**config.mk**
```make
export PLATFORM = sky130hd
export DESIGN_NAME = ip_address_text_formatter
export DESIGN_NICKNAME = d
export VERILOG_FILES = /design/src/design/iatf_pkg.sv /design/src/design/iatf_front.sv /design/src/design/iatf_queue.sv /design/src/design/iatf_back.sv /design/src/design/ip_address_text_formatter.sv
export SDC_FILE = /design/constraint.sdc
export NUM_CORES = 1
export LEC_CHECK = 0
export BUFFER_PORTS_ARGS = -buffer_cell sky130_fd_sc_hd__buf_2
export CAP_MARGIN = 10
export CORE_MARGIN = 10
export CORE_UTILIZATION = 50
export DETAILED_ROUTE_END_ITERATION = 16
export PLACE_DENSITY = 0.68
export RECOVER_POWER = 25
export SYNTH_ARGS = -nofsm -noshare
export SYNTH_HDL_FRONTEND = slang
export SYNTH_SLANG_ARGS = --single-unit
```
**constraint.sdc**
```tcl
create_clock -name clk -period 19.1 [get_ports clk]
set_input_delay 1.91 -clock clk [delete_from_list [all_inputs] [get_ports clk]]
set_output_delay 1.91 -clock clk [all_outputs]
set_load 0.1 [all_outputs]
```
**src/design/iatf_pkg.sv**
```systemverilog
// ============================================================================
// iatf_pkg
// shared types, character codes and decimal tables of the address formatter
// ============================================================================
`default_nettype none

package iatf_pkg;

    localparam logic [1:0] KIND_V4 = 2'd1;
    localparam logic [1:0] KIND_V6 = 2'd2;

    localparam logic [15:0] OCTET_MAX = 16'd255;

    localparam logic [2:0] OCTET_LAST   = 3'd3;
    localparam logic [2:0] GROUP_LAST   = 3'd7;
    localparam logic [2:0] DEC_LAST_IDX = 3'd4;

    localparam logic [7:0] CH_ZERO    = 8'h30;
    localparam logic [7:0] CH_A_LOWER = 8'h61;
    localparam logic [7:0] CH_DOT     = 8'h2e;
    localparam logic [7:0] CH_COLON   = 8'h3a;
    localparam logic [7:0] CH_BR_OPEN = 8'h5b;
    localparam logic [7:0] CH_BR_CLOSE = 8'h5d;
    localparam logic [7:0] CH_NONE    = 8'h00;

    // k times the decimal place, place index 0 is ten thousands
    localparam logic [16:0] DEC_STEP [5][10] = '{
        '{17'd0, 17'd10000, 17'd20000, 17'd30000, 17'd40000,
          17'd50000, 17'd60000, 17'd70000, 17'd80000, 17'd90000},
        '{17'd0, 17'd1000, 17'd2000, 17'd3000, 17'd4000,
          17'd5000, 17'd6000, 17'd7000, 17'd8000, 17'd9000},
        '{17'd0, 17'd100, 17'd200, 17'd300, 17'd400,
          17'd500, 17'd600, 17'd700, 17'd800, 17'd900},
        '{17'd0, 17'd10, 17'd20, 17'd30, 17'd40,
          17'd50, 17'd60, 17'd70, 17'd80, 17'd90},
        '{17'd0, 17'd1, 17'd2, 17'd3, 17'd4,
          17'd5, 17'd6, 17'd7, 17'd8, 17'd9}
    };

    typedef enum logic [1:0] {
        CLS_INVALID = 2'd0,
        CLS_V4      = 2'd1,
        CLS_V6      = 2'd2
    } cls_t;

    typedef struct packed {
        cls_t             cls;
        logic [7:0][15:0] grp;
        logic [15:0]      port;
        logic             with_port;
        logic             has_run;
        logic [2:0]       run_first;
        logic [3:0]       run_next;
    } desc_t;

    // place index of the leading decimal digit
    function automatic logic [2:0] dec_start(input logic [15:0] v);
        logic [2:0] idx;
        if (v >= 16'd10000)
        begin
            idx = 3'd0;
        end
        else if (v >= 16'd1000)
        begin
            idx = 3'd1;
        end
        else if (v >= 16'd100)
        begin
            idx = 3'd2;
        end
        else if (v >= 16'd10)
        begin
            idx = 3'd3;
        end
        else
        begin
            idx = DEC_LAST_IDX;
        end
        return idx;
    endfunction

    // position of the leading nonzero nibble, 0 for a zero group
    function automatic logic [1:0] hex_start(input logic [15:0] v);
        logic [1:0] pos;
        if (v[15:12] != 4'd0)
        begin
            pos = 2'd3;
        end
        else if (v[11:8] != 4'd0)
        begin
            pos = 2'd2;
        end
        else if (v[7:4] != 4'd0)
        begin
            pos = 2'd1;
        end
        else
        begin
            pos = 2'd0;
        end
        return pos;
    endfunction

    function automatic logic [7:0] hex_ascii(input logic [3:0] n);
        logic [7:0] c;
        if (n < 4'd10)
        begin
            c = CH_ZERO + {4'd0, n};
        end
        else
        begin
            c = CH_A_LOWER - 8'd10 + {4'd0, n};
        end
        return c;
    endfunction

endpackage

`default_nettype wire

```
**src/design/iatf_front.sv**
```systemverilog
// ============================================================================
// iatf_front
// accepts an address, checks its kind and octets, finds the zero run to fold
// ============================================================================
`default_nettype none

module iatf_front (
    input  logic                 in_valid,
    output logic                 in_stall,
    input  logic [1:0]           addr_kind,
    input  logic [7:0][15:0]     groups,
    input  logic [15:0]          port_number,
    input  logic                 with_port,
    input  logic                 q_full,
    output logic                 q_push,
    output iatf_pkg::desc_t      q_data
);
    import iatf_pkg::*;

    typedef struct packed {
        logic       has;
        logic [2:0] first;
        logic [3:0] next;
    } run_t;

    function automatic run_t find_run(input logic [7:0][15:0] g);
        run_t       r;
        logic [3:0] best_len;
        logic [2:0] best_start;
        logic [3:0] run_len;
        logic [2:0] run_start;
        logic       has;
        best_len   = 4'd0;
        best_start = 3'd0;
        run_len    = 4'd0;
        run_start  = 3'd0;
        has        = 1'b0;
        for (int i = 0; i < 8; i++)
        begin
            if (g[i] == 16'd0)
            begin
                if (run_len == 4'd0)
                begin
                    run_start = 3'(i);
                end
                run_len = run_len + 4'd1;
            end
            if (g[i] != 16'd0 || i == 7)
            begin
                if (run_len > best_len && run_len > 4'd1)
                begin
                    best_len   = run_len;
                    best_start = run_start;
                    has        = 1'b1;
                end
                run_len = 4'd0;
            end
        end
        r.has   = has;
        r.first = best_start;
        r.next  = {1'b0, best_start} + best_len;
        return r;
    endfunction

    logic octets_ok;
    run_t run;

    assign octets_ok = (groups[0] <= OCTET_MAX) && (groups[1] <= OCTET_MAX)
                    && (groups[2] <= OCTET_MAX) && (groups[3] <= OCTET_MAX);
    assign run = find_run(groups);

    assign in_stall = q_full;
    assign q_push   = in_valid && !q_full;

    always_comb
    begin
        q_data.grp       = groups;
        q_data.port      = port_number;
        q_data.with_port = with_port;
        q_data.has_run   = run.has;
        q_data.run_first = run.first;
        q_data.run_next  = run.next;
        if (addr_kind == KIND_V4 && octets_ok)
        begin
            q_data.cls = CLS_V4;
        end
        else if (addr_kind == KIND_V6)
        begin
            q_data.cls = CLS_V6;
        end
        else
        begin
            q_data.cls = CLS_INVALID;
        end
    end

endmodule

`default_nettype wire

```
**src/design/iatf_queue.sv**
```systemverilog
// ============================================================================
// iatf_queue
// short descriptor queue between the classifying front and the text back
// ============================================================================
`default_nettype none

module iatf_queue #(
    parameter int DEPTH = 2
) (
    input  logic            clk,
    input  logic            rst_n,
    input  logic            push,
    input  iatf_pkg::desc_t push_data,
    input  logic            pop,
    output iatf_pkg::desc_t head,
    output logic            empty,
    output logic            full
);
    import iatf_pkg::*;

    localparam int PTR_W = $clog2(DEPTH);
    localparam int CNT_W = $clog2(DEPTH + 1);
    localparam logic [PTR_W-1:0] PTR_LAST = PTR_W'(DEPTH - 1);
    localparam logic [CNT_W-1:0] CNT_FULL = CNT_W'(DEPTH);

    desc_t            slot_reg [DEPTH];
    logic [PTR_W-1:0] wr_ptr_reg, wr_ptr_next;
    logic [PTR_W-1:0] rd_ptr_reg, rd_ptr_next;
    logic [CNT_W-1:0] count_reg, count_next;

    assign empty = (count_reg == '0);
    assign full  = (count_reg == CNT_FULL);
    assign head  = slot_reg[rd_ptr_reg];

    always_comb
    begin
        wr_ptr_next = wr_ptr_reg;
        rd_ptr_next = rd_ptr_reg;
        count_next  = count_reg;
        if (push)
        begin
            wr_ptr_next = (wr_ptr_reg == PTR_LAST) ? '0 : wr_ptr_reg + PTR_W'(1);
        end
        if (pop)
        begin
            rd_ptr_next = (rd_ptr_reg == PTR_LAST) ? '0 : rd_ptr_reg + PTR_W'(1);
        end
        if (push && !pop)
        begin
            count_next = count_reg + CNT_W'(1);
        end
        else if (pop && !push)
        begin
            count_next = count_reg - CNT_W'(1);
        end
    end

    always_ff @(posedge clk or negedge rst_n)
    begin
        if (!rst_n)
        begin
            wr_ptr_reg <= '0;
            rd_ptr_reg <= '0;
            count_reg  <= '0;
        end
        else
        begin
            wr_ptr_reg <= wr_ptr_next;
            rd_ptr_reg <= rd_ptr_next;
            count_reg  <= count_next;
        end
    end

    always_ff @(posedge clk)
    begin
        if (push)
        begin
            slot_reg[wr_ptr_reg] <= push_data;
        end
    end

endmodule

`default_nettype wire

```
**src/design/iatf_back.sv**
```systemverilog
// ============================================================================
// iatf_back
// character sequencer: walks one descriptor and emits its text one character
// per transfer through an output register
// ============================================================================
`default_nettype none

module iatf_back (
    input  logic            clk,
    input  logic            rst_n,
    input  iatf_pkg::desc_t head,
    input  logic            head_valid,
    output logic            pop,
    output logic            out_valid,
    input  logic            out_stall,
    output logic [7:0]      text_char,
    output logic            last_char,
    output logic            invalid
);
    import iatf_pkg::*;

    typedef enum logic [10:0] {
        ST_IDLE   = 11'b000_0000_0001,
        ST_INVAL  = 11'b000_0000_0010,
        ST_BOPEN  = 11'b000_0000_0100,
        ST_LEAD   = 11'b000_0000_1000,
        ST_GROUP  = 11'b000_0001_0000,
        ST_GSEP   = 11'b000_0010_0000,
        ST_ZCOL   = 11'b000_0100_0000,
        ST_BCLOSE = 11'b000_1000_0000,
        ST_PCOL   = 11'b001_0000_0000,
        ST_DEC    = 11'b010_0000_0000,
        ST_DOT    = 11'b100_0000_0000
    } st_t;

    typedef struct packed {
        st_t        st;
        logic [1:0] nib;
    } entry_t;

    function automatic entry_t group_entry(input desc_t d, input logic [2:0] gi);
        entry_t e;
        if (d.has_run && d.run_first == gi)
        begin
            e.st  = ST_ZCOL;
            e.nib = 2'd0;
        end
        else
        begin
            e.st  = ST_GROUP;
            e.nib = hex_start(d.grp[gi]);
        end
        return e;
    endfunction

    st_t         st_reg, st_next;
    desc_t       desc_reg, desc_next;
    logic [2:0]  grp_reg, grp_next;
    logic [1:0]  nib_reg, nib_next;
    logic [15:0] dec_val_reg, dec_val_next;
    logic [2:0]  dec_idx_reg, dec_idx_next;
    logic        dec_port_reg, dec_port_next;
    logic        out_valid_reg;
    logic [7:0]  char_reg;
    logic        last_reg;
    logic        bad_reg;

    logic        out_free;
    logic        fire;
    logic        adv;
    logic [7:0]  ch;
    logic        is_last;
    logic        is_bad;
    logic [3:0]  dig;
    logic [3:0]  nibble;
    logic [2:0]  grp_inc;
    entry_t      ent;

    assign out_free = !out_valid_reg || !out_stall;
    assign fire     = (st_reg != ST_IDLE) && out_free;
    assign adv      = (st_reg == ST_IDLE) ? head_valid : out_free;
    assign pop      = (st_reg == ST_IDLE) && head_valid;
    assign grp_inc  = grp_reg + 3'd1;
    assign nibble   = desc_reg.grp[grp_reg][{nib_reg, 2'b00} +: 4];

    always_comb
    begin
        dig = 4'd0;
        for (int k = 1; k < 10; k++)
        begin
            if ({1'b0, dec_val_reg} >= DEC_STEP[dec_idx_reg][k])
            begin
                dig = 4'(k);
            end
        end
    end

    always_comb
    begin
        st_next       = st_reg;
        desc_next     = desc_reg;
        grp_next      = grp_reg;
        nib_next      = nib_reg;
        dec_val_next  = dec_val_reg;
        dec_idx_next  = dec_idx_reg;
        dec_port_next = dec_port_reg;
        ch            = CH_NONE;
        is_last       = 1'b0;
        is_bad        = 1'b0;
        ent           = group_entry(desc_reg, 3'd0);
        unique case (st_reg)
            ST_IDLE:
            begin
                desc_next     = head;
                grp_next      = 3'd0;
                dec_port_next = 1'b0;
                dec_val_next  = head.grp[0];
                dec_idx_next  = dec_start(head.grp[0]);
                ent           = group_entry(head, 3'd0);
                unique case (head.cls)
                    CLS_V4:
                    begin
                        st_next = ST_DEC;
                    end
                    CLS_V6:
                    begin
                        if (head.with_port)
                        begin
                            st_next = ST_BOPEN;
                        end
                        else if (head.has_run && head.run_first == 3'd0)
                        begin
                            st_next = ST_LEAD;
                        end
                        else
                        begin
                            st_next  = ent.st;
                            nib_next = ent.nib;
                        end
                    end
                    default:
                    begin
                        st_next = ST_INVAL;
                    end
                endcase
            end
            ST_INVAL:
            begin
                is_bad  = 1'b1;
                is_last = 1'b1;
                st_next = ST_IDLE;
            end
            ST_BOPEN:
            begin
                ch = CH_BR_OPEN;
                if (desc_reg.has_run && desc_reg.run_first == 3'd0)
                begin
                    st_next = ST_LEAD;
                end
                else
                begin
                    st_next  = ent.st;
                    nib_next = ent.nib;
                end
            end
            ST_LEAD:
            begin
                ch       = CH_COLON;
                st_next  = ent.st;
                nib_next = ent.nib;
            end
            ST_GROUP:
            begin
                ch = hex_ascii(nibble);
                if (nib_reg != 2'd0)
                begin
                    nib_next = nib_reg - 2'd1;
                end
                else if (grp_reg != GROUP_LAST)
                begin
                    st_next = ST_GSEP;
                end
                else if (desc_reg.with_port)
                begin
                    st_next = ST_BCLOSE;
                end
                else
                begin
                    is_last = 1'b1;
                    st_next = ST_IDLE;
                end
            end
            ST_GSEP:
            begin
                ch       = CH_COLON;
                ent      = group_entry(desc_reg, grp_inc);
                grp_next = grp_inc;
                st_next  = ent.st;
                nib_next = ent.nib;
            end
            ST_ZCOL:
            begin
                ch = CH_COLON;
                if (!desc_reg.run_next[3])
                begin
                    ent      = group_entry(desc_reg, desc_reg.run_next[2:0]);
                    grp_next = desc_reg.run_next[2:0];
                    st_next  = ent.st;
                    nib_next = ent.nib;
                end
                else if (desc_reg.with_port)
                begin
                    st_next = ST_BCLOSE;
                end
                else
                begin
                    is_last = 1'b1;
                    st_next = ST_IDLE;
                end
            end
            ST_BCLOSE:
            begin
                ch      = CH_BR_CLOSE;
                st_next = ST_PCOL;
            end
            ST_PCOL:
            begin
                ch            = CH_COLON;
                st_next       = ST_DEC;
                dec_val_next  = desc_reg.port;
                dec_idx_next  = dec_start(desc_reg.port);
                dec_port_next = 1'b1;
            end
            ST_DEC:
            begin
                ch           = CH_ZERO + {4'd0, dig};
                dec_val_next = 16'({1'b0, dec_val_reg} - DEC_STEP[dec_idx_reg][dig]);
                if (dec_idx_reg != DEC_LAST_IDX)
                begin
                    dec_idx_next = dec_idx_reg + 3'd1;
                end
                else if (dec_port_reg)
                begin
                    is_last = 1'b1;
                    st_next = ST_IDLE;
                end
                else if (grp_reg != OCTET_LAST)
                begin
                    st_next = ST_DOT;
                end
                else if (desc_reg.with_port)
                begin
                    st_next = ST_PCOL;
                end
                else
                begin
                    is_last = 1'b1;
                    st_next = ST_IDLE;
                end
            end
            ST_DOT:
            begin
                ch           = CH_DOT;
                grp_next     = grp_inc;
                dec_val_next = desc_reg.grp[grp_inc];
                dec_idx_next = dec_start(desc_reg.grp[grp_inc]);
                st_next      = ST_DEC;
            end
            default:
            begin
                st_next = ST_IDLE;
            end
        endcase
    end

    always_ff @(posedge clk or negedge rst_n)
    begin
        if (!rst_n)
        begin
            st_reg        <= ST_IDLE;
            out_valid_reg <= 1'b0;
        end
        else
        begin
            if (adv)
            begin
                st_reg <= st_next;
            end
            if (fire)
            begin
                out_valid_reg <= 1'b1;
            end
            else if (!out_stall)
            begin
                out_valid_reg <= 1'b0;
            end
        end
    end

    always_ff @(posedge clk)
    begin
        if (adv)
        begin
            desc_reg     <= desc_next;
            grp_reg      <= grp_next;
            nib_reg      <= nib_next;
            dec_val_reg  <= dec_val_next;
            dec_idx_reg  <= dec_idx_next;
            dec_port_reg <= dec_port_next;
        end
        if (fire)
        begin
            char_reg <= ch;
            last_reg <= is_last;
            bad_reg  <= is_bad;
        end
    end

    assign out_valid = out_valid_reg;
    assign text_char = char_reg;
    assign last_char = last_reg;
    assign invalid   = bad_reg;

endmodule

`default_nettype wire

```
**src/design/ip_address_text_formatter.sv**
```systemverilog
// ============================================================================
// ip_address_text_formatter
// prints an IPv4 or IPv6 address, optionally with a port, as ASCII text
// ============================================================================
//
//   channel   signals                                        dir
//   input     in_valid, in_stall, addr_kind, group0..group7,  in
//             port_number, with_port
//   output    out_valid, out_stall, text_char, last_char,     out
//             invalid
//
// the back sequencer emits one character per cycle unless out_stall holds it,
// and takes the next descriptor from the queue in its idle state only after
// the last character of the current one; the longest text is 47 characters
// the front classifies and queues up to QUEUE_DEPTH addresses ahead
// reset clears the queue, the sequencer state and the output valid
// out_stall, while out_valid is high, holds the output register and freezes
// the sequencer outside its idle state; in_stall rises only while the queue is full
// ============================================================================
`default_nettype none

module ip_address_text_formatter #(
    parameter int QUEUE_DEPTH = 2
) (
    input  logic        clk,
    input  logic        rst_n,
    input  logic        in_valid,
    output logic        in_stall,
    input  logic [1:0]  addr_kind,
    input  logic [15:0] group0,
    input  logic [15:0] group1,
    input  logic [15:0] group2,
    input  logic [15:0] group3,
    input  logic [15:0] group4,
    input  logic [15:0] group5,
    input  logic [15:0] group6,
    input  logic [15:0] group7,
    input  logic [15:0] port_number,
    input  logic        with_port,
    output logic        out_valid,
    input  logic        out_stall,
    output logic [7:0]  text_char,
    output logic        last_char,
    output logic        invalid
);
    import iatf_pkg::*;

    logic [7:0][15:0] groups;
    logic             q_full;
    logic             q_empty;
    logic             q_push;
    logic             q_pop;
    desc_t            q_data;
    desc_t            q_head;

    assign groups = {group7, group6, group5, group4, group3, group2, group1, group0};

    iatf_front u_front (
        .in_valid    (in_valid),
        .in_stall    (in_stall),
        .addr_kind   (addr_kind),
        .groups      (groups),
        .port_number (port_number),
        .with_port   (with_port),
        .q_full      (q_full),
        .q_push      (q_push),
        .q_data      (q_data)
    );

    iatf_queue #(
        .DEPTH (QUEUE_DEPTH)
    ) u_queue (
        .clk       (clk),
        .rst_n     (rst_n),
        .push      (q_push),
        .push_data (q_data),
        .pop       (q_pop),
        .head      (q_head),
        .empty     (q_empty),
        .full      (q_full)
    );

    iatf_back u_back (
        .clk        (clk),
        .rst_n      (rst_n),
        .head       (q_head),
        .head_valid (!q_empty),
        .pop        (q_pop),
        .out_valid  (out_valid),
        .out_stall  (out_stall),
        .text_char  (text_char),
        .last_char  (last_char),
        .invalid    (invalid)
    );

`ifndef SYNTHESIS
    a_invalid_single: assert property (@(posedge clk) disable iff (!rst_n)
        (out_valid && invalid) |-> (last_char && text_char == CH_NONE))
        else $error("invalid result is not a single null character");

    a_valid_printable: assert property (@(posedge clk) disable iff (!rst_n)
        (out_valid && !invalid) |-> (text_char != CH_NONE))
        else $error("valid text carries a null character");

    a_no_pop_empty: assert property (@(posedge clk) disable iff (!rst_n)
        q_pop |-> !q_empty)
        else $error("descriptor fetched from an empty queue");

    a_no_push_full: assert property (@(posedge clk) disable iff (!rst_n)
        q_push |-> (!q_full && !in_stall))
        else $error("descriptor written into a full queue");
`endif

endmodule

`default_nettype wire
```
* Yosys cells after proc, flatten, opt, wreduce, memory -nomap -nowiden
Memories as Yosys holds them, arrays and structs flattened. Index checks and enable logic that the tools add are counted.
Operators by class: add/sub/neg operators 19, magnitude comparators 47, eq/ne operators 32, shift-type cells 1, multiplexer cells 167, bitwise gates (word level) 2, reduce and logical (&&, ||, !) cells 81
Operator list (count):
- 170-bit 2-to-1 mux | 2
- 16-bit by 17-bit >= comparator with 1-bit output | 9
- 4-bit 2-to-1 mux | 37
- 16-bit binary-select mux with 3-bit select | 3
- 16-bit logical NOT | 8
- 3-bit 2-to-1 mux | 40
- 16-bit nonzero test | 7
- 11-bit one-hot mux with 9 select lines | 1
- 16-bit 2-to-1 mux | 5
- 17-bit binary-select mux with 4-bit select | 1
- 11-bit 2-to-1 mux | 6
- 16-bit by 8-bit <= comparator with 1-bit output (second input constant) | 4
- 16-bit one-hot mux with 4 select lines | 1
- 4-bit nonzero test | 13
- 16-bit by 10-bit >= comparator with 1-bit output (second input constant) | 3
- 16-bit by 14-bit >= comparator with 1-bit output (second input constant) | 3
- 16-bit by 4-bit >= comparator with 1-bit output (second input constant) | 3
- 16-bit by 7-bit >= comparator with 1-bit output (second input constant) | 3
- 8-bit one-hot mux with 6 select lines | 1
- 1-bit 2-to-1 mux | 37
- 4-bit by 1-bit > comparator with 1-bit output (second input constant) | 9
- 2-bit 2-to-1 mux | 18
- 9-bit 2-to-1 mux | 4
- 4-bit by 1-bit adder with 4-bit output (second input constant) | 7
- 58 further kinds | 124
Storage, ports and cells: bits in registers 204, memory bits (writable) 310, bits in read-only memories 1360, input port bits 151, output and inout port bits 12, logic and storage cells 377, memories kept 2
Memory list:
- (no name shown) | words 8, width 170, read ports 1, clocked after memory_dff 0, write ports 0, RTL line iatf_back.sv:91 | if ({1'b0, dec_val_reg} >= DEC_STEP[dec_idx_reg][k])
- u_queue.slot_reg | words 2, width 155, read ports 1, clocked after memory_dff 0, write ports 1, RTL line iatf_queue.sv:26 | desc_t slot_reg [DEPTH];

* Logic depth before layout (Yosys ltp)
Gate-level depths: netlist of run 1.
word-level depth 34, gate-level depth with buffers 48

* Hierarchy
A second synthesis of run 1 with hierarchy kept.
Unflattened totals: cells, all modules 2216, area, all modules 28841.4 µm²
By module, submodules not included:
- iatf_back | instances 1, cells each 1234, area each 13963.4 µm², seq. area each 5916.9 µm²
- iatf_queue | instances 1, cells each 498, area each 11426.0 µm², seq. area each 9409.0 µm²
- iatf_front | instances 1, cells each 483, area each 3448.3 µm², seq. area each 0.0 µm²
- ip_address_text_formatter | instances 1, cells each 1, area each 3.8 µm², seq. area each 0.0 µm²

* Worst setup path after synthesis of run 1
No wires, ideal clock.
path type in2reg, from in group1[8], to mem u_queue.slot_reg[0][3] (netlist name) (data pin), data arrival time 10.700 ns, slack 8.136 ns, cell stages on the path 45, path through nor4_2 > nand4_1 > inv_1 > ha_1 > clkbuf_1 > and3_1 > a21oi_1 > ha_1 > nor2b_1 > o21a_1 > o2111ai_1 > nor2_1 > o22a_1 > ha_1 > nor2b_1 > o21a_1 > o21a_1 > o21ai_0 > (+9 left out) > o22ai_1 > o221a_2 > nand2_1 > a31oi_2 > mux2_2 > ha_1 > nor2b_1 > o21a_1 > o21a_1 > o211ai_1 > a211oi_2 > or2_4 > mux2i_1 > or2_1 > ha_1 > a21o_1 > a21oi_1 > xnor2_1
RTL lines:
- start: declaration | RTL line ip_address_text_formatter.sv:31 | input logic [15:0] group1,
- end: declaration | RTL line iatf_queue.sv:26

==> results.cfg, run 1 <==
[sta]
hold_viol = 0
rsz0062_at_grt = false
finalMaxSlewViolations = 52
fin_tns_setup_ns = 0
worstMarginPinSlew_ns = 2.38
period_minus_slack_ns = 12.36
finClkSkew_ns = 0.0127
relSlewSlack_pct = -58.4
max_freq_mhz = 80.9
finalSetupViolCount = 0
post-route-period-util_pct = 64.7

[pwr]
leakagePower_nw = 10.5
clock_power_share_pct = 16.0
internal-power_mw = 3.61
power_switching_mw = 2.80
pwr-share-seq_pct = 33.5
power.share.switching_pct = 43.6
powerDensity_mw_per_mm2 = 211
peakVddDrop_uv = 123
fin_total_pwr_mw = 6.41
p_comb_share_pct = 50.5

[synthesis]
synthesis.area_mm2 = 0.0273
ys.flop_type = edfxtp_1
yosysWarnings = 0
synth_edf_count = 497
async_reset_ff_share_pct = 3.12
ys_ff_latch = 513
syn_inst = 2010
synth.avg_cell_area_um2 = 13.6
seq_area_frac_synth_pct = 56.2
synth_area_leaders = edfxtp_1 (55%), mux2_2 (6.4%), mux4_2 (6.4%), ha_1 (6.2%), a21oi_1 (1.9%)
synth_most_common_cell = edfxtp_1
yosys-top-cells-count = edfxtp_1 (497), mux2_2 (154), ha_1 (135)
synth_top_area_share_pct = 54.8
synthDominantAreaCellType = edfxtp_1
synth_cell_types = 110

[critical_path]
crit_buf_inv = 2
crit_top_cell = ha_1
cp.arrival_ns = 12.71
cp_max_fo = 12
slowest_delay_ns = 0.64
critPathRequiredTime_ns = 19.45
path_delay_family = compound AO/OA/AOI/OAI gates
cp-end-kind = flip-flop
startpoint_type = primary input
critPathKind = in -> reg
cp_slowest_cell = a211oi_2

[floorplanning]
ios = 163
die_h_um = 253
die_w_um = 253
start_util_pct = 50.5
core_mm2 = 0.0539
rows = 85
die_area_mm2 = 0.0642

[clock_tree]
clock-sinks = 513
cts-root-buf = clkbuf_16
clkTransAtPathRegs_ns = 0.06
htree_num_levels = 2
cts_hold_buf = 0
post_cts_resized = 0
cts_tree = yes
cts_made_buffers = 52
post_cts_buffers = 0
worstSkewPairLatency_ns = 0.61
clock_path_buffers = 3

[routing]
via_count = 18614
drt-pass1-iter-count = 8
ant_nets = 0
wl_per_cell_um = 26.9
wirelength_um = 78200
via_per_inst = 6.39
drt_iter0_drc = 1854
drc = 0

[cells_and_area]
area_growth_syn_to_layout_pct = 11.3
largest_reg_flops = 310
final_net_count = 2459
num-fill-cells = 4404
multi_input_area_mm2 = 0.0113
layout-drive-gt1-share_pct = 19.7
seqCellArea_mm2 = 0.0153

[place]
io_buffer_count = 161
gp_congestion = 0.921
place_hpwl_um = 58700

[global_route]
grt_pass1_vias = 18708
grt_pass1_wl_um = 117000
groute.usage.overall_pct = 24.0
grt_max_degree = 79
antenna_found_initial = 1
grt-ovfl-total = 0

[outcome]
violations = max-capacitance violations, max-slew violations
status = complete, but fails checks

[hold_path]
hold_path_class = reg -> reg

[flow_run]
maxCapViolCount = 1
-- cells by family after synthesis --
family	after synthesis	share of synthesized area (%)
and+or+nand+nor	514	10.1
DFF	513	56.2
AOI/OAI and AO/OA	406	10.1
muxes	262	13.9
buffers and inverters	145	2.24
adders and majority gates	137	6.34
xor gates and xnor gates	31	1.05
other	2	0.0276
-- power groups by stage --
| stage | Sequential (mW) | Clock, mW | Combinational, mW |
|---|---|---|---|
| 6_report | 2.15 | 1.02 | 3.24 |
| 5_1_grt | 2.18 | 1.08 | 3.47 |
| 4_1_cts | 2.14 | 1.04 | 3.19 |
| 3_5_place_dp | 2.15 | 0 | 3.18 |
| 3_3_place_gp | 2.14 | 0 | 3.15 |
| 2_1_floorplan | 2.12 | 0 | 2.24 |
-- tightest hold or removal path: cells and delay by family, from the launching register on --
kind | cells | cell delay, ns
AOI/OAI and AO/OA | 1 | 0.06
DFF | 1 | 0.38
buffers and inverters | 1 | 0.06
-- cells in the final DEF (no fill, tap or decap), types with 11 or more instances in the layout --
cell	Yosys	routed
a31oi_1	21	21
clkinv_1	3	11
buf_4	1	15
o21ai_0	77	77
nand3_1	37	37
buf_2	23	46
mux4_2	77	77
o21a_1	16	16
xor2_1	11	11
xnor2_1	19	19
mux2_2	154	154
nor4_1	52	52
nand4_1	21	21
a21oi_1	103	103
inv_1	67	66
nor2_1	109	108
clkbuf_16	0	53
nand2_1	119	119
clkbuf_1	38	128
ha_1	135	134
nand2b_1	20	20
mux2i_1	30	30
nor2b_1	16	16
a211oi_1	16	16
o211ai_1	28	28
dfrtp_1	15	15
a21o_1	19	19
edfxtp_1	497	497
nor3_1	40	40
-- per-stage QoR --
stage          instance area, um2  cells  utilization [%]  setup WS (ns)  hold slack (ns)
2_1_floorplan               27300   2011                -           8.14            0.461
3_3_place_gp                28800   2813             53.3           6.44            0.485
3_5_place_dp                28800   2813             53.3           6.22            0.492
4_1_cts                     30500   2910             56.5           6.82            0.502
5_1_grt                     30300   2911             56.3           5.94            0.532
6_report                    30300   2911             56.3           6.74            0.504
-- path summary, 6_finish.rpt --
kind                                        from                      to  slack, ns  depth (start not counted)
max                                    group1[1]  u_queue.slot_reg[0][3]       6.74                         46
min                             u_back.st_reg[0]        u_back.st_reg[0]       0.50                          2
max reg2reg                u_back.dec_idx_reg[0]  u_back.dec_val_reg[14]      10.83                         27
min reg2reg                     u_back.st_reg[0]        u_back.st_reg[0]       0.50                          2
max in group asynchronous                  rst_n        u_back.st_reg[5]      17.13                          1
min in group asynchronous                  rst_n      u_queue.wr_ptr_reg       1.41                          1
-- layout make-up --
type / count / area share, %
Tap cell: 696 / 2.87
Sequential cell: 513 / 50.5
Inverter: 75 / 0.953
Antenna cell: 1 / 0.00825
Clock buffer: 67 / 4.58
Clock inverter: 30 / 1.09
Multi-Input combinational cell: 1353 / 37.4
Timing Repair Buffer: 176 / 2.55
-- routing by layer --
metal  up-vias  global-route usage, %  part of all wire (%)
met2       836                   42.7                    52
met4         0                   9.26                   4.0
li1       8348                      -                     -
met3       196                   2.97                   5.8
met5         -                      0                     0
met1      9234                   29.2                    38
(Power assumes the default switching activity.)
==> inputs of run 2 (changes only) <==
Settings changed: ABC_AREA set to 1, PLACE_DENSITY 0.68 to 0.7.
Clock period 19.1 ns to 10.35 ns, I/O delays scaled along.
==> results.cfg, run 2 <==
[outcome]
status = finished, final reports clean

[global_route]
grt-ovfl-total = 0
grt_pass1_vias = 21652
groute.usage.overall_pct = 25.3
antenna_found_initial = 2
grt_pass1_wl_um = 130000
grt_max_degree = 151

[clock_tree]
clock_path_buffers = 3
cts-root-buf = clkbuf_16
cts_tree = yes
worstSkewPairLatency_ns = 0.65
clkTransAtPathRegs_ns = 0.06
clock-sinks = 513
htree_num_levels = 2
cts_hold_buf = 0
post_cts_buffers = 0
cts_made_buffers = 53
post_cts_resized = 0

[routing]
drc = 0
via_per_inst = 5.81
drt-pass1-iter-count = 6
drt_iter0_drc = 2663
ant_nets = 0
wirelength_um = 85800
wl_per_cell_um = 21.7
via_count = 23018

[critical_path]
cp_max_fo = 11
startpoint = group0[13]
r2r-start = u_back.dec_idx_reg[2]
critPathRequiredTime_ns = 10.72
slowest_delay_ns = 0.34
startpoint_type = primary input
cp.arrival_ns = 9.68
cp_slowest_cell = ha_1
crit_top_cell = nand2_1
cp-end-kind = flip-flop
critPathKind = in -> reg

[synthesis]
synth_area_leaders = edfxtp_1 (53%), nand2_1 (11%), ha_1 (6.0%), o21ai_0 (4.2%), inv_1 (3.7%)
synth_most_common_cell = nand2_1
synth_top_area_share_pct = 53.4
ys.flop_type = edfxtp_1
synthDominantAreaCellType = edfxtp_1
yosys-top-cells-count = nand2_1 (801), edfxtp_1 (497), inv_1 (279)
seq_area_frac_synth_pct = 54.8
async_reset_ff_share_pct = 3.12
synth_edf_count = 497
synth_cell_types = 70
ys_ff_latch = 513
syn_inst = 3040
yosysWarnings = 0
synth.avg_cell_area_um2 = 9.20
synthesis.area_mm2 = 0.0280

[sta]
rsz0062_at_grt = false
finalMaxSlewViolations = 0
finalSetupViolCount = 0
relSlewSlack_pct = 22.5
post-route-period-util_pct = 89.9
max_freq_mhz = 107
finClkSkew_ns = 0.0525
period_minus_slack_ns = 9.31
fin_tns_setup_ns = 0
hold_viol = 0
worstMarginPinSlew_ns = 1.16
timing.final.ws_setup_ns = 1.04

[floorplanning]
core_mm2 = 0.0552
die_w_um = 257
die_area_mm2 = 0.0658
rows = 86
start_util_pct = 50.7
die_h_um = 257
ios = 163

[cells_and_area]
final_cell_mix = nand2_1 (801), edfxtp_1 (497), inv_1 (277), nor2_1 (255), o21ai_0 (234)
layout-drive-gt1-share_pct = 6.85
diodes = 0
num-fill-cells = 4891
final_area_mm2 = 0.0311
area_growth_syn_to_layout_pct = 11.3
largest_reg_flops = 310
final_common_cell = nand2_1
final_net_count = 3457

[hold_path]
hp-start = u_queue.slot_reg[1][48]
hold_path_class = reg -> reg

[flow_run]
maxCapViolCount = 0

[place]
io_buffer_count = 161
place_hpwl_um = 62700
pre_cts_ws_ns = 0.320
placedInstanceArea_mm2 = 0.0295
gp_congestion = 0.992
## run 2: cell count changes after synthesis, sizes merged, moves of 20 or more
cell	change
mux2	-155
nand2	+695
nand3	+128
mux4	-77
inv	+221
nand4	+23
nand2b	-20
nor2	+152
nor4	-34
mux2i	-22
clkbuf	+55
o21ai	+157
a21oi	+88
## run 2: stage by stage
| stage | hold WS (ns) | utilization, % | cells |
|---|---|---|---|
| after global routing | 0.527 | 56.4 | 3962 |
| after CTS | 0.341 | 56.7 | 3962 |
| after global placement | 0.489 | 53.5 | 3862 |
| after floorplan | 0.455 | - | 3041 |
| final | 0.502 | 56.4 | 3962 |
| after detailed placement | 0.493 | 53.5 | 3862 |
## run 2: routing by layer
metal | part of all wire, % | wire (um) | GRT usage (%) | vias up
met1 | 44 | 37500 | 36.7 | 10991
met2 | 45 | 38400 | 38.8 | 1059
li1 | - | - | - | 10837
met3 | 9.0 | 7760 | 3.92 | 131
met4 | 2.5 | 2110 | 6.77 | 0
met5 | 0 | 0 | 0 | -
## run 2: critical path: cells and delay by family
kind / cells / cell delay (ns)
AOI/OAI and AO/OA: 14 / 2.17
adders and majority gates: 7 / 1.97
buffers and inverters: 12 / 1.12
and+or+nand+nor: 30 / 3.34
## run 2: path summary, 6_finish.rpt
| kind | endpoint | slack [ns] | cells after the start |
|---|---|---|---|
| worst max-delay path | u_queue.slot_reg[0][3] | 1.04 | 63 |
| worst min-delay path | u_back.desc_reg[48] | 0.50 | 2 |
| worst max register to register | u_back.dec_val_reg[14] | 2.57 | 27 |
| worst min register to register | u_back.desc_reg[48] | 0.50 | 2 |
| max in group asynchronous | u_queue.rd_ptr_reg | 9.09 | 1 |
| min in group asynchronous | u_back.st_reg[2] | 0.56 | 1 |
## run 2: logic make-up after synthesis
group	count (synthesis)	synth area share (%)
multiplexers	8	0.286
flip-flops	513	54.8
buffers and inverters	405	5.53
AO/OA/AOI/OAI	576	11.8
AND/OR/NAND/NOR	1390	21.1
other	2	0.0269
XOR/XNOR	9	0.282
adder cells (fa/ha/maj)	137	6.18
## run 2: cell type report
type                       instances  area, um2  area share [%]
tap                              748        936            3.01
inverter                         295       1110            3.57
sequential                       513      15300            49.2
clock inverter                    30        355            1.14
multi-input combinational       2123      11100            35.8
timing repair buffer             183        858            2.76
clock buffer                      70       1410            4.53
Power of run 2 is not shown: default switching activity piles up to over one toggle a cycle in this logic, so the estimate is an artifact.
